[src/sv/lattice_gradient_noise_2d_core_assert.svh]
// Assertion macros used by the noise core RTL.
`ifndef LATTICE_GRADIENT_NOISE_2D_CORE_ASSERT_SVH
`define LATTICE_GRADIENT_NOISE_2D_CORE_ASSERT_SVH
`ifndef SYNTH
// Same-cycle implication, disabled while reset is high.
`define LGN2_ASSERT_IMP(label, clk, rst, ante, cons) \
   label: assert property (@(posedge clk) disable iff (rst) (ante) |-> (cons)) \
      else $error("lgn2 assertion failed");
// Next-cycle implication, disabled while reset is high.
`define LGN2_ASSERT_NXT(label, clk, rst, ante, cons) \
   label: assert property (@(posedge clk) disable iff (rst) (ante) |=> (cons)) \
      else $error("lgn2 assertion failed");
`else
`define LGN2_ASSERT_IMP(label, clk, rst, ante, cons)
`define LGN2_ASSERT_NXT(label, clk, rst, ante, cons)
`endif
`endif

[src/sv/lgn2_pkg.sv]
// Shared constants, types and control structs of the lattice noise core.
package lgn2_pkg;

   localparam int FRAC_BITS  = 16;
   localparam int COORD_W    = 32;
   localparam int GRID_BITS  = 7;
   localparam int IDX_W      = 2 * GRID_BITS;
   localparam int BANK_AW    = IDX_W - 2;
   localparam int BANK_DEPTH = 1 << BANK_AW;
   localparam int NOISE_W    = FRAC_BITS + 3;
   localparam int DIFF_W     = NOISE_W + 1;
   localparam int FADE_W     = FRAC_BITS + 1;
   localparam int ONE        = 1 << FRAC_BITS;

   // quintic fade 6t^5 - 15t^4 + 10t^3
   localparam int FADE_A = 6;
   localparam int FADE_B = 15;
   localparam int FADE_C = 10;

   typedef enum logic {
      CMD_WRITE = 1'b0,
      CMD_EVAL  = 1'b1
   } cmd_type;

   typedef logic [FRAC_BITS-1:0]      frac_type;
   typedef logic [FADE_W-1:0]         fade_type;
   typedef logic signed [NOISE_W-1:0] noise_type;
   typedef logic signed [DIFF_W-1:0]  diff_type;
   typedef logic [GRID_BITS-1:0]      grid_type;

   typedef struct packed {
      logic             wr_en;
      logic [IDX_W-1:0] wr_index;
      logic             wr_sign;
      logic             rd_en;
      grid_type         row;
      grid_type         col;
   } tbl_req_type;

   typedef struct packed {
      logic sq;
      logic cube;
      logic fade;
   } fade_en_type;

   typedef struct packed {
      logic mul;
      logic add;
   } lerp_en_type;

endpackage

[src/sv/lgn2_fade.sv]
// Three-stage quintic fade curve on a fraction.
module lgn2_fade (
   input  logic                  clock,
   input  lgn2_pkg::fade_en_type en,
   input  lgn2_pkg::frac_type    t,
   output lgn2_pkg::fade_type    f
);

   localparam int FB   = lgn2_pkg::FRAC_BITS;
   localparam int SW   = 2 * FB;
   localparam int PW   = FB + 5;
   localparam int QW   = FB + 4;
   localparam int MW   = FB + QW;
   localparam int QOUT = MW - FB;
   localparam int FW   = lgn2_pkg::FADE_W;

   lgn2_pkg::frac_type t_ff;
   lgn2_pkg::frac_type t2_ff;
   lgn2_pkg::frac_type t3_ff;
   logic [QW-1:0]      p_ff;
   lgn2_pkg::fade_type f_ff;

   logic [SW-1:0]      sq;
   logic [SW-1:0]      cube;
   logic [PW-1:0]      poly;
   logic [MW-1:0]      prod;
   logic [QOUT-1:0]    q;
   lgn2_pkg::fade_type f_in;

   assign sq   = SW'(t) * SW'(t);
   assign cube = SW'(t2_ff) * SW'(t_ff);
   // p = 6*t2 - 15*t + 10*one never goes negative
   assign poly = PW'(t2_ff) * PW'(lgn2_pkg::FADE_A)
               + PW'(lgn2_pkg::FADE_C * lgn2_pkg::ONE)
               - PW'(t_ff) * PW'(lgn2_pkg::FADE_B);
   assign prod = MW'(t3_ff) * MW'(p_ff);
   assign q    = prod[MW-1:FB];
   assign f_in = (q > QOUT'(lgn2_pkg::ONE)) ? FW'(lgn2_pkg::ONE) : q[FW-1:0];

   always_ff @(posedge clock) begin
      if (en.sq) begin
         t_ff  <= t;
         t2_ff <= sq[SW-1:FB];
      end
      if (en.cube) begin
         t3_ff <= cube[SW-1:FB];
         p_ff  <= poly[QW-1:0];
      end
      if (en.fade) begin
         f_ff <= f_in;
      end
   end

   assign f = f_ff;

endmodule

[config.mk]
export PLATFORM = sky130hd
export DESIGN_NAME = lgn2_fade
export DESIGN_NICKNAME = d
export VERILOG_FILES = /design/src/sv/lattice_gradient_noise_2d_core_assert.svh /design/src/sv/lgn2_pkg.sv /design/src/sv/lgn2_fade.sv
export SDC_FILE = /design/constraint.sdc
export NUM_CORES = 2
export LEC_CHECK = 0
export BUFFER_PORTS_ARGS = -buffer_cell sky130_fd_sc_hd__buf_2
export CAP_MARGIN = 10
export CORE_MARGIN = 5
export CORE_UTILIZATION = 65
export DETAILED_ROUTE_END_ITERATION = 12
export GPL_TIMING_DRIVEN = 1
export HOLD_SLACK_MARGIN = 0.08
export PLACE_DENSITY = 0.88
export RECOVER_POWER = 100
export SLEW_MARGIN = 15
export SYNTH_ARGS = -nofsm -noshare
export SYNTH_HDL_FRONTEND = slang
export SYNTH_SLANG_ARGS = --single-unit
[constraint.sdc]
create_clock -name clock -period 7.4 [get_ports clock]
set_input_delay 0.74 -clock clock [delete_from_list [all_inputs] [get_ports clock]]
set_output_delay 0.74 -clock clock [all_outputs]
set_load 0.02 [all_outputs]
==> run metrics <==
RR Startpoint t3_ff[6]; DP Cell Count 3,864; max incr delay on CP 0.54 ns; clock sinks 85; initial antenna violation count 0; WHS Path Cells 1; worst-path fanout max 8; worst endpoint data arrival time 7.27 ns; CP Capture Type flip-flop; first-pass GRT wire length 116 mm; Max Transition Viols Final 70; Compound-Gate Fraction of Synth Area 0.0488; share of post-route cells with drive strength above 1 0.0556; post-synth net total 4,292; minimum clock period 7.16 ns; EDFF count, synth 85; Die H 226 µm; Yosys Warn Count 0; DR pass1 iterations 6; synth-to-layout area growth 5.92%; CTS tree yes; Finished Layout Cells 3,932; Hold Startpoint t[7]; Mapped Area 30,400 µm²; residual DRC count 0; Reg clk slew, reported paths 0.08 ns; R2R Path End f[14]; Worst setup SP type flip-flop; relative slew slack -0.506; Synth Register Bits 85; Worst Path Required 7.51 ns; largest family of logic cells by synthesized area adder cells; clk buf depth 2; Port Buffers 36; Worst Hold Class input port to flip-flop; R2R setup slack 0.24 ns; Top Ports 37; cts bufs inserted 9; commonest non-fill, non-tap cells in the layout inv_1 (849), fa_1 (651), nand2_1 (407); Synth Area in Adders 0.578; failing checks capacitance limit, slew limit; final hold vios 0; drt wl/cell 18.2 µm; Gate Count Post-Synth 3,260; largest net degree at the start of global routing 37; number of H-tree levels 3; final hold slack 0.778 ns; ys async rst share 0; DRT iter0 DRCs 2,005; Mean Syn Cell Area 9.31 µm²; fin area 32,100 µm²; Finished Core Util 0.693; clk root buf clkbuf_16; Core Box Area 46,400 µm²; Routed Antenna Nets 0; max cap viols 2; hold-critical path endpoint t_ff[7]; hpwl dp 57.4 mm; skew final 0.0197 ns; nets 4,353; Total GRT Usage 0.282; Vias 22,462; initial core utilization 0.655; Die W 226 µm; vias in the first global route 23,888; sequential area share after synthesis 0.0841; Vias/cell 5.71; final period utilization 0.968; hold_buf cts 0; Antenna Diode Count 0; Clk Latency, worst-skew pair 0.37 ns; simple-gate share of the synthesized area 0.145; Top FF cell, synth edfxtp_1; Netlist cell types 69; crit-path cells clkbuf_2 -> and2_1 -> fa_1 -> inv_1 -> fa_1 -> fa_1 -> inv_1 -> fa_1 -> fa_1 -> inv_1 -> fa_1 -> inv_1 -> ha_1 -> and4_4 -> a41o_1 -> a31oi_4 -> nand4_1 -> clkbuf_1 -> a31oi_2 -> o22ai_2 -> o221a_2 -> o21a_1 -> nor2_2 -> a211oi_2; critical path type flip-flop to flip-flop; most used cell, CP fa_1; most common cell after layout, fill and taps aside inv_1; XOR/XNOR Fraction of Synth Area 0.0231; Routed WL 71.7 mm; die area 51,100 µm²; number of core rows 79; outcome finished with violations; gr ovfl total 0; mux cell area share after synthesis 0.00169; f_max 140 MHz; Reg2Reg Depth 24; critical path's slowest cell fa_1; GP Congestion 0.891; Setup crit start t3_ff[6]; Setup Viol. Count Final 0; placed cell area 31,400 µm²; worst slew pin tran 2.26 ns
cell usage after synthesis, types with 19 or more instances:
cell type	instances	area share
fa_1	651	0.43
xor2_1	26	0.0075
and2_1	293	0.060
a21o_1	25	0.0062
a21oi_1	56	0.0092
edfxtp_1	85	0.084
nand3_1	19	0.0031
inv_1	849	0.10
nor3_1	21	0.0035
clkbuf_1	108	0.013
o21ai_0	36	0.0059
xnor2_1	54	0.016
nor2_1	81	0.010
nand2_1	407	0.050
ha_1	361	0.15
kinds of logic after synthesis:
family,Yosys count
adder cells (fa/ha/maj),1012
buffers and inverters,963
AND/OR/NAND/NOR,898
AO/OA/AOI/OAI,217
flip-flops,85
XOR/XNOR,80
multiplexers,5
what timing repair did:
action,4_1_cts,5_1_grt
gates resized for setup,0,13
setup buffers,0,53
endpoints found under the setup margin,0,18
layout make-up:
type | count | area, µm²
Sequential cell | 85 | 2550
Inverter | 849 | 3190
Clock buffer | 9 | 225
Fill cell | 3087 | 14200
Timing Repair Buffer | 164 | 1120
Clock inverter | 6 | 72.6
Tap cell | 607 | 759
Multi-Input combinational cell | 2212 | 24200
worst max-delay path, delay by kind of cell (launching register included):
family	cells	cell delay (ns)
AND/OR/NAND/NOR	4	0.97
buffers and inverters	6	0.59
AO/OA/AOI/OAI	7	1.62
adder cells (fa/ha/maj)	7	3.27
flip-flops	1	0.43
sequential cells by signal, summed over array words and instances (netlist names):
name and flops:
t3_ff 16, f 17, t2_ff 16, p_ff 20
t_ff 16
routing by layer:
| metal | routed length [µm] | up-vias | GRT usage |
|---|---|---|---|
| li1 | - | 9847 | - |
| met1 | 27200 | 11256 | 0.376 |
| met2 | 35600 | 1127 | 0.479 |
| met3 | 6300 | 232 | 0.0498 |
| met4 | 2490 | 0 | 0.0860 |
| met5 | 0 | - | 0 |
how the worst max path moves through the flow:
stage             to  slack [ns]  cells past startpoint
2_1_floorplan  f[14]        0.67                     24
3_3_place_gp   f[14]        0.30                     23
3_5_place_dp   f[14]        0.08                     21
4_1_cts        f[14]        0.06                     21
5_1_grt        f[13]      -0.008                     24
6_report       f[14]        0.24                     24
through the flow:
stage / TNS (ns) / setup WS [ns]
after global placement: 0 / 0.301
after CTS: 0 / 0.0554
after detailed placement: 0 / 0.0835
after global routing: -0.00758 / -0.00758
after floorplan: 0 / 0.669
final: 0 / 0.239
Power is not shown: default switching activity piles up to over one toggle a cycle in this logic, so the estimate is an artifact.
