==> src/sv/lattice_gradient_noise_2d_core_assert.svh <==
// Assertion macros used by the noise core RTL.
`ifndef LATTICE_GRADIENT_NOISE_2D_CORE_ASSERT_SVH
`define LATTICE_GRADIENT_NOISE_2D_CORE_ASSERT_SVH
`ifndef SYNTH
// Same-cycle implication, disabled while reset is high.
`define LGN2_ASSERT_IMP(label, clk, rst, ante, cons) \
   label: assert property (@(posedge clk) disable iff (rst) (ante) |-> (cons)) \
      else $error("lgn2 assertion failed");
// Next-cycle implication, disabled while reset is high.
`define LGN2_ASSERT_NXT(label, clk, rst, ante, cons) \
   label: assert property (@(posedge clk) disable iff (rst) (ante) |=> (cons)) \
      else $error("lgn2 assertion failed");
`else
`define LGN2_ASSERT_IMP(label, clk, rst, ante, cons)
`define LGN2_ASSERT_NXT(label, clk, rst, ante, cons)
`endif
`endif

==> src/sv/lgn2_pkg.sv <==
// Shared constants, types and control structs of the lattice noise core.
package lgn2_pkg;

   localparam int FRAC_BITS  = 16;
   localparam int COORD_W    = 32;
   localparam int GRID_BITS  = 7;
   localparam int IDX_W      = 2 * GRID_BITS;
   localparam int BANK_AW    = IDX_W - 2;
   localparam int BANK_DEPTH = 1 << BANK_AW;
   localparam int NOISE_W    = FRAC_BITS + 3;
   localparam int DIFF_W     = NOISE_W + 1;
   localparam int FADE_W     = FRAC_BITS + 1;
   localparam int ONE        = 1 << FRAC_BITS;

   // quintic fade 6t^5 - 15t^4 + 10t^3
   localparam int FADE_A = 6;
   localparam int FADE_B = 15;
   localparam int FADE_C = 10;

   typedef enum logic {
      CMD_WRITE = 1'b0,
      CMD_EVAL  = 1'b1
   } cmd_type;

   typedef logic [FRAC_BITS-1:0]      frac_type;
   typedef logic [FADE_W-1:0]         fade_type;
   typedef logic signed [NOISE_W-1:0] noise_type;
   typedef logic signed [DIFF_W-1:0]  diff_type;
   typedef logic [GRID_BITS-1:0]      grid_type;

   typedef struct packed {
      logic             wr_en;
      logic [IDX_W-1:0] wr_index;
      logic             wr_sign;
      logic             rd_en;
      grid_type         row;
      grid_type         col;
   } tbl_req_type;

   typedef struct packed {
      logic sq;
      logic cube;
      logic fade;
   } fade_en_type;

   typedef struct packed {
      logic mul;
      logic add;
   } lerp_en_type;

endpackage

==> src/sv/lgn2_lerp.sv <==
// Two-stage linear blend y = a + floor(f * d / one).
module lgn2_lerp (
   input  logic                  clock,
   input  lgn2_pkg::lerp_en_type en,
   input  lgn2_pkg::noise_type   a,
   input  lgn2_pkg::diff_type    d,
   input  lgn2_pkg::fade_type    f,
   output lgn2_pkg::noise_type   y
);

   localparam int FB  = lgn2_pkg::FRAC_BITS;
   localparam int NW  = lgn2_pkg::NOISE_W;
   localparam int PRW = lgn2_pkg::FADE_W + 1 + lgn2_pkg::DIFF_W;

   logic signed [PRW-1:0] prod_in;
   logic signed [PRW-1:0] prod_ff;
   lgn2_pkg::noise_type   a_ff;
   lgn2_pkg::noise_type   y_in;
   lgn2_pkg::noise_type   y_ff;

   assign prod_in = PRW'(signed'({1'b0, f})) * PRW'(d);
   // arithmetic shift floors toward minus infinity
   assign y_in    = a_ff + NW'(prod_ff >>> FB);

   always_ff @(posedge clock) begin
      if (en.mul) begin
         prod_ff <= prod_in;
         a_ff    <= a;
      end
      if (en.add) begin
         y_ff <= y_in;
      end
   end

   assign y = y_ff;

endmodule

==> config.mk <==
export PLATFORM = sky130hd
export DESIGN_NAME = lgn2_lerp
export DESIGN_NICKNAME = d
export VERILOG_FILES = /design/src/sv/lattice_gradient_noise_2d_core_assert.svh /design/src/sv/lgn2_pkg.sv /design/src/sv/lgn2_lerp.sv
export SDC_FILE = /design/constraint.sdc
export NUM_CORES = 1
export LEC_CHECK = 0
export ABC_AREA = 1
export ABC_CLOCK_PERIOD_IN_PS = 14760
export BUFFER_PORTS_ARGS = -buffer_cell sky130_fd_sc_hd__buf_2
export CORE_MARGIN = 2
export CORE_UTILIZATION = 52
export DETAILED_ROUTE_END_ITERATION = 12
export PLACE_DENSITY = 0.66
export SYNTH_ARGS = -nofsm -noshare
export SYNTH_HDL_FRONTEND = slang
export SYNTH_SLANG_ARGS = --single-unit
==> constraint.sdc <==
create_clock -name clock -period 14.76 [get_ports clock]
set_input_delay 0.738 -clock clock [delete_from_list [all_inputs] [get_ports clock]]
set_output_delay 0.738 -clock clock [all_outputs]
set_load 0.1 [all_outputs]
==> results of run 1 <==
## cell families (layout without fill, tap and decap cells)
kind of cell,count (synthesis),count (layout)
buffers and inverters,715,735
AND/OR/NAND/NOR,685,685
adder cells (fa/ha/maj),422,422
AO/OA/AOI/OAI,93,93
flip-flops,57,57
XOR/XNOR,27,27
## per-layer routing
metal,wire length (um),vias up
li1,-,5673
met1,15800,5856
met2,18900,319
met3,1970,64
met4,928,0
met5,0,-
## path summary, 6_finish.rpt
kind	start	endpoint	slack [ns]
worst max-delay path	f[3]	prod_ff[30]	8.59
worst min-delay path	a_ff[0]	y[0]	0.56
worst max register to register	a_ff[0]	y[14]	12.54
worst min register to register	a_ff[0]	y[0]	0.56
## worst max-delay path: cells and delay by family
kind                     cells  cell delay [ns]
buffers and inverters        6             0.80
adder cells (fa/ha/maj)      7             3.75
AND/OR/NAND/NOR              8             0.98
## cell type report
type                    count  area, um2  share of cell area
multi-input cells        1227      11200               0.678
flip-flops and latches     57       1710               0.104
repair buffers             77        385              0.0233
clock buffers              10        229              0.0139
clock inverters             6        106             0.00643
inverters                 642       2410               0.146
well taps                 390        488              0.0295
## flip-flops by register name, indices dropped and copies added (netlist names)
name	count
a_ff	19
prod_ff	19
y	19
## per-stage QoR
step / worst slack, ns / instances
finish: 8.59 / 2409
global route: 8.25 / 2409
CTS: 8.60 / 2409
detailed placement: 8.26 / 2393
global placement: 8.32 / 2393
floorplan: 8.75 / 1999
## cell usage in the layout, fill, tap and decap left out, drive strengths merged
master / Yosys / final
a21boi: 2 / 2
a21o: 5 / 5
a21oi: 49 / 49
a31oi: 2 / 2
and3: 2 / 2
buf: 6 / 77
bufinv: 0 / 3
clkbuf: 67 / 10
clkinv: 1 / 3
clkinvlp: 0 / 1
edfxtp: 57 / 57
fa: 320 / 320
ha: 102 / 102
inv: 641 / 641
nand2: 542 / 542
nand2b: 1 / 1
nand3: 47 / 47
nand3b: 3 / 3
nand4: 10 / 10
nor2: 66 / 66
nor3: 9 / 9
nor4: 3 / 3
o21a: 3 / 3
o21ai: 24 / 24
o21bai: 7 / 7
o31ai: 1 / 1
or2: 2 / 2
xnor2: 5 / 5
xor2: 22 / 22
==> metrics.txt, run 1 <==
setup TNS 0 ns; Yosys top cell area share 0.411; Max Clock Freq 0.162 GHz; first-pass GRT wire length 63.8 mm; Fillers 2857; M3 GR Usage 0.0290; RSZ-0062 raised after global routing no; Placed Area 0.0162 mm2; hold crit path type reg2reg; GRT overflow 0; Seq cells post-synth 57; die width 177 um; gpl congestion 0.906; number of global-route vias before repair 13116; H-tree depth 3; simple-gate portion of the synthesized area 0.177; Syn Area/Cell 7.80 um2; dominant synthesized flop cell edfxtp_1; I/O pin cnt 78; # DRC 0; # hold bufs at CTS 0; TritonCTS clock tree done; Post-DRT Antenna Nets 0; met2 usage 0.464; CP Launch Type primary input; diode count 0; Critical Path End Type flip-flop; yosys synthesis warning count 0; Die Footprint 0.0314 mm2; post-synthesis mux area share 0; CTS Buffer Depth 2; clk_skew 0.00630 ns; biggest cell delay along the critical path 0.72 ns; Max Slew Vio Count 0; clock-pin slew on the worst setup and hold paths 0.05 ns; final hold vios 0; Yosys top cell by area fa_1; WS Path Type in2reg; row count 63; Inserted Clock Buffers 9; worst reg2reg path depth 9; largest net degree at the start of global routing 39; commonest cells in the netlist inv_1, nand2_1, fa_1, ha_1, clkbuf_1; GR peak layer met2; Clock Latency Late Sink 0.33 ns; Yosys cell types 38; gr usage total 0.259; Iteration-0 DRC Markers 668; Max Cap Viol 0; XOR/XNOR share of the synthesized area 0.0152; Mapped Cells 1999; Post-synth EDFFs 57; area grow syn2layout 5.97%; Worst Path Required 14.84 ns; Worst Hold Path Cells 1; relative slew slack 0.424; routing usage on met1 0.331; Slew @ Worst Pin 0.863 ns; largest family of logic cells by synthesized area adder cells; Critical Path Fanout Max 20; Cell Chain, Critical Path buf_2, nand2_1, fa_1, fa_1, inv_1, fa_1, fa_1, fa_1, inv_1, fa_1, inv_1, ha_1, nand2_1, inv_1, nand2_1, inv_1, nand2_1, nor4_1, nand2_1, nand3_1, nand2_1; Final min period 6.17 ns; Die Ht 177 um; Sink Count 57; Initial Utilization 0.528; Final Cycle Share 0.418; port bufs 77; sequential area share after synthesis 0.110; worst hold slack 0.558 ns; vias per cell 4.94; CP max-delay cell fa_1; post-CTS setup buffer count 0; count leader, synth inv_1; Final Instance Area 0.0165 mm2; post-CTS sizing 0; Mapped Nets 2480; fraction of registers with async set/reset 0; layout cell share with drive strength beyond 1 0.0545; DP Wirelength 31.6 mm; Total Routed Length 37.6 mm; CP arrival 6.25 ns; status completed; area share of fa/ha/maj cells after synthesis 0.492; synth top area cells fa_1, inv_1, nand2_1, edfxtp_1, ha_1; fraction of the mapped netlist area in compound gates 0.0331; via count 11912; Synth Cell Area 0.0156 mm2; setup violators final 0; 1st-pass router iterations 5; fin util 0.559; clk root buf clkbuf_16; WL/cell 15.6 um; fin nets 2495; CORE AREA 0.0296 mm2; initial antenna violation count 0
Power of run 1 is left out: the tool's default activity adds up to more than one toggle a clock period on the data nets, which glitch-free logic cannot reach.
==> run 2: changes to the inputs <==
--- a/config.mk
+++ b/config.mk
@@ -6,12 +6,12 @@
 export NUM_CORES = 1
 export LEC_CHECK = 0
 export ABC_AREA = 1
-export ABC_CLOCK_PERIOD_IN_PS = 14760
+export ABC_CLOCK_PERIOD_IN_PS = 5630
 export BUFFER_PORTS_ARGS = -buffer_cell sky130_fd_sc_hd__buf_2
 export CORE_MARGIN = 2
 export CORE_UTILIZATION = 52
 export DETAILED_ROUTE_END_ITERATION = 12
-export PLACE_DENSITY = 0.66
+export PLACE_DENSITY = 0.69
 export SYNTH_ARGS = -nofsm -noshare
 export SYNTH_HDL_FRONTEND = slang
 export SYNTH_SLANG_ARGS = --single-unit
==> constraint.sdc (replaced) <==
create_clock -name clock -period 5.63 [get_ports clock]
set_input_delay 0.2815 -clock clock [delete_from_list [all_inputs] [get_ports clock]]
set_output_delay 0.2815 -clock clock [all_outputs]
set_load 0.1 [all_outputs]
==> run 2 against run 1 <==
Effect of this change:
- via count grew 4.8%
- clock skew grew 0.0037 ns
- register-to-register slack lost 9.1 ns
- hold slack lost 0.43 ns
- utilization grew 2.5 points
- critical path type unchanged
==> metrics.txt, run 2 (synthesized netlist as in run 1, its figures left out) <==
worst hold slack 0.131 ns; GRT overflow 0; relative slew slack 0.424; initial antenna violation count 0; Worst Path Required 5.69 ns; CORE AREA 0.0296 mm2; Placed Instances 2490; Reg2Reg Launch Point prod_ff[16]; clock-pin slew on the worst setup and hold paths 0.05 ns; fin nets 2592; # DRC 0; vias per cell 4.98; WL/cell 15.1 um; Iteration-0 DRC Markers 782; Fillers 2769; Final Cycle Share 0.961; routing usage on met1 0.338; number of global-route vias before repair 13221; DP Wirelength 32.6 mm; via count 12478; Slew @ Worst Pin 0.865 ns; GR peak layer met2; CTS Buffer Depth 2; row count 63; Multi-input gate area 0.0112 mm2; 1st-pass router iterations 5; Clock Latency Late Sink 0.32 ns; setup violators final 0; first-pass GRT wire length 64.2 mm; worst reg2reg setup slack 3.48 ns; gpl congestion 0.907; Setup crit start d[13]; I/O pin cnt 78; layout cell share with drive strength beyond 1 0.0983; gr usage total 0.261; Sink Count 57; area grow syn2layout 10.8%; most common cell after layout, fill and taps aside inv_1; Initial Utilization 0.528; Max Slew Vio Count 0; Total Routed Length 37.8 mm; Post-DRT Antenna Nets 0; register area 0.00171 mm2; Inserted Clock Buffers 9; Final Instance Count excl. Fillers 2506; HP Start a[6]; M3 GR Usage 0.0344; Die Ht 177 um; Max Clock Freq 0.185 GHz; met2 usage 0.462; Critical Path End Type flip-flop; hold crit path type in2reg; diode count 0; RSZ-0062 raised after global routing no; final hold vios 0; post-CTS setup buffer count 0; Placement Setup Slack -0.165 ns; port bufs 77; setup TNS 0 ns; status completed; Final min period 5.41 ns; Die Footprint 0.0314 mm2; Critical Path Fanout Max 15; CP Launch Type primary input; largest net degree at the start of global routing 39; slack of the critical path 0.218 ns; die width 177 um; Max Cap Viol 0; clk root buf clkbuf_16; TritonCTS clock tree done; most frequent cells in the layout inv_1, nand2_1, fa_1, ha_1, buf_4; CP arrival 5.47 ns; clk_skew 0.0100 ns; H-tree depth 3; WS Path Type in2reg
## run 2: metal layers
layer	part of all wire	up-vias
li1	-	5878
met1	0.42	6179
met2	0.50	351
met3	0.060	70
met4	0.024	0
met5	0	-
## run 2: path summary, 6_finish.rpt
path | endpoint | cells past startpoint
setup reg to reg | y[14] | 9
setup / recovery | prod_ff[34] | 21
hold / removal | a_ff[6] | 1
hold reg to reg | y[0] | 1
## run 2: cell type report
type                       instances  area share
clock inverter                     7     0.00492
inverter                         642       0.139
multi-input combinational       1227       0.648
tap                              390      0.0282
timing repair buffer             174      0.0669
clock buffer                       9      0.0130
sequential                        57      0.0990
## run 2: what timing repair did
| action | in CTS | in global routing |
|---|---|---|
| setup endpoints to repair | 0 | 1 |
| hold buffers | 0 | 0 |
| resized for setup | 0 | 3 |
## run 2: critical path, cell delays in order
cell,delay (ns)
buf_2,0.34
nand2_1,0.14
fa_1,0.53
inv_1,0.05
fa_1,0.48
fa_1,0.58
fa_1,0.43
fa_1,0.49
inv_1,0.05
fa_1,0.56
inv_1,0.07
ha_1,0.40
nand2_1,0.10
nor2_1,0.25
nand2_1,0.14
nor4_2,0.15
nand2_1,0.08
nand2_1,0.13
inv_1,0.05
nand2_1,0.06
nand2_1,0.08
## run 2: through the flow
stage	util	area [um2]
after floorplan	-	15600
after global placement	0.574	17000
after detailed placement	0.574	17000
after CTS	0.584	17300
after global routing	0.585	17300
final	0.585	17300
Power of run 2 is left out for the same reason.
==> run 3: changes to the inputs <==
--- a/config.mk
+++ b/config.mk
@@ -8,10 +8,13 @@
 export ABC_AREA = 1
 export ABC_CLOCK_PERIOD_IN_PS = 5630
 export BUFFER_PORTS_ARGS = -buffer_cell sky130_fd_sc_hd__buf_2
+export CELL_PAD_IN_SITES_DETAIL_PLACEMENT = 0
+export CELL_PAD_IN_SITES_GLOBAL_PLACEMENT = 1
 export CORE_MARGIN = 2
-export CORE_UTILIZATION = 52
+export CORE_UTILIZATION = 44
 export DETAILED_ROUTE_END_ITERATION = 12
-export PLACE_DENSITY = 0.69
+export PLACE_DENSITY = 0.77
+export REMOVE_ABC_BUFFERS = 1
 export SYNTH_ARGS = -nofsm -noshare
 export SYNTH_HDL_FRONTEND = slang
 export SYNTH_SLANG_ARGS = --single-unit
==> run 3 against run 2 <==
Effect of this change:
- setup slack gained 0.061 ns
- sequential share of layout area shrank 0.27 points
- die area up 18%
- utilization shrank 7.3 points
- cell count grew 4.4%
- first-iteration DRC count is 13% lower
- largest cell class unchanged
- via count shrank 1.2%
- highest routed layer unchanged
==> metrics.txt, run 3 (synthesized netlist as in run 1, its figures left out) <==
most frequent cells in the layout inv_1, nand2_1, fa_1, buf_4, ha_1; Critical Path End Type flip-flop; Initial Utilization 0.449; relative slew slack 0.410; Die Ht 192 um; CP arrival 5.43 ns; Max Slew Vio Count 0; Slew @ Worst Pin 0.886 ns; clk_skew 0.00858 ns; CORE AREA 0.0347 mm2; gr usage total 0.233; hold crit path type in2reg; WL/cell 15.2 um; Worst Path Required 5.71 ns; Placed Area 0.0175 mm2; H-tree depth 3; worst hold slack 0.127 ns; DP Wirelength 35.0 mm; setup violators final 0; Post-DRT Antenna Nets 0; Sink Count 57; Final min period 5.35 ns; die width 192 um; RSZ-0062 raised after global routing no; number of global-route vias before repair 13437; diode count 0; # DRC 0; Final Cycle Share 0.950; Total Routed Length 39.8 mm; Clock Latency Late Sink 0.33 ns; Iteration-0 DRC Markers 682; 1st-pass router iterations 6; WS Path Type in2reg; Multi-input gate area 0.0112 mm2; fin nets 2638; layout cell share with drive strength beyond 1 0.118; port bufs 77; final hold vios 0; clk root buf clkbuf_16; area grow syn2layout 13.9%; row count 68; fin util 0.512; largest net degree at the start of global routing 39; most common cell after layout, fill and taps aside inv_1; via count 12334; CP Launch Type primary input; Fillers 3438; post-CTS setup buffer count 0; Critical Path Fanout Max 7; Die Footprint 0.0370 mm2; register area 0.00171 mm2; GRT overflow 0; clock-pin slew on the worst setup and hold paths 0.05 ns; Final Instance Area 0.0178 mm2; vias per cell 4.71; CTS Buffer Depth 2; first-pass GRT wire length 67.0 mm; TritonCTS clock tree done; Max Cap Viol 0; initial antenna violation count 0; gpl congestion 0.926; I/O pin cnt 78; status completed; Max Clock Freq 0.187 GHz; Inserted Clock Buffers 9
==> run 3: cell type report <==
type / instances / share of cell area
Clock inverter: 7 / 0.00401
Sequential cell: 57 / 0.0963
Tap cell: 455 / 0.0320
Inverter: 642 / 0.136
Multi-Input combinational cell: 1227 / 0.631
Clock buffer: 9 / 0.0127
Timing Repair Buffer: 220 / 0.0886
==> run 3: through the flow <==
stage,setup slack [ns],setup TNS (ns),std cells
3_3_place_gp,-0.286,-1.02,2601
2_1_floorplan,0.574,0,1926
5_1_grt,0.0181,0,2617
4_1_cts,0.0854,0,2617
3_5_place_dp,-0.259,-0.931,2601
6_report,0.279,0,2617
==> run 3: path summary, 6_finish.rpt <==
| check | start | end | slack (ns) | cells after the start |
|---|---|---|---|---|
| worst max register to register | a_ff[0] | y[16] | 3.44 | 11 |
| worst max-delay path | f[3] | prod_ff[34] | 0.28 | 21 |
| worst min-delay path | a[7] | a_ff[7] | 0.13 | 1 |
| worst min register to register | a_ff[0] | y[0] | 0.55 | 1 |
==> run 3: worst max-delay path, cell delays in order <==
cell	delay [ns]
buf_2	0.17
buf_4	0.19
nand2_1	0.09
fa_1	0.53
fa_1	0.54
fa_1	0.51
inv_1	0.05
fa_1	0.49
fa_1	0.50
inv_1	0.05
fa_1	0.48
inv_1	0.05
ha_1	0.33
a21oi_1	0.23
nand2_1	0.19
a21oi_2	0.25
nand2_2	0.14
nand2_1	0.09
nand2_1	0.09
nand3_1	0.10
nand2_1	0.06
==> run 3: per-layer routing <==
metal | up-vias | wire (um) | track usage
li1 | 5968 | - | -
met1 | 6050 | 17400 | 0.301
met2 | 263 | 20000 | 0.425
met3 | 53 | 1470 | 0.0171
met4 | 0 | 871 | 0.0546
met5 | - | 0 | 0
==> run 3: what timing repair did <==
| action | 4_1_cts | 5_1_grt |
|---|---|---|
| setup endpoints to repair | 0 | 4 |
| resized for setup | 0 | 3 |
| hold buffers | 0 | 0 |
Power of run 3 is left out for the same reason.
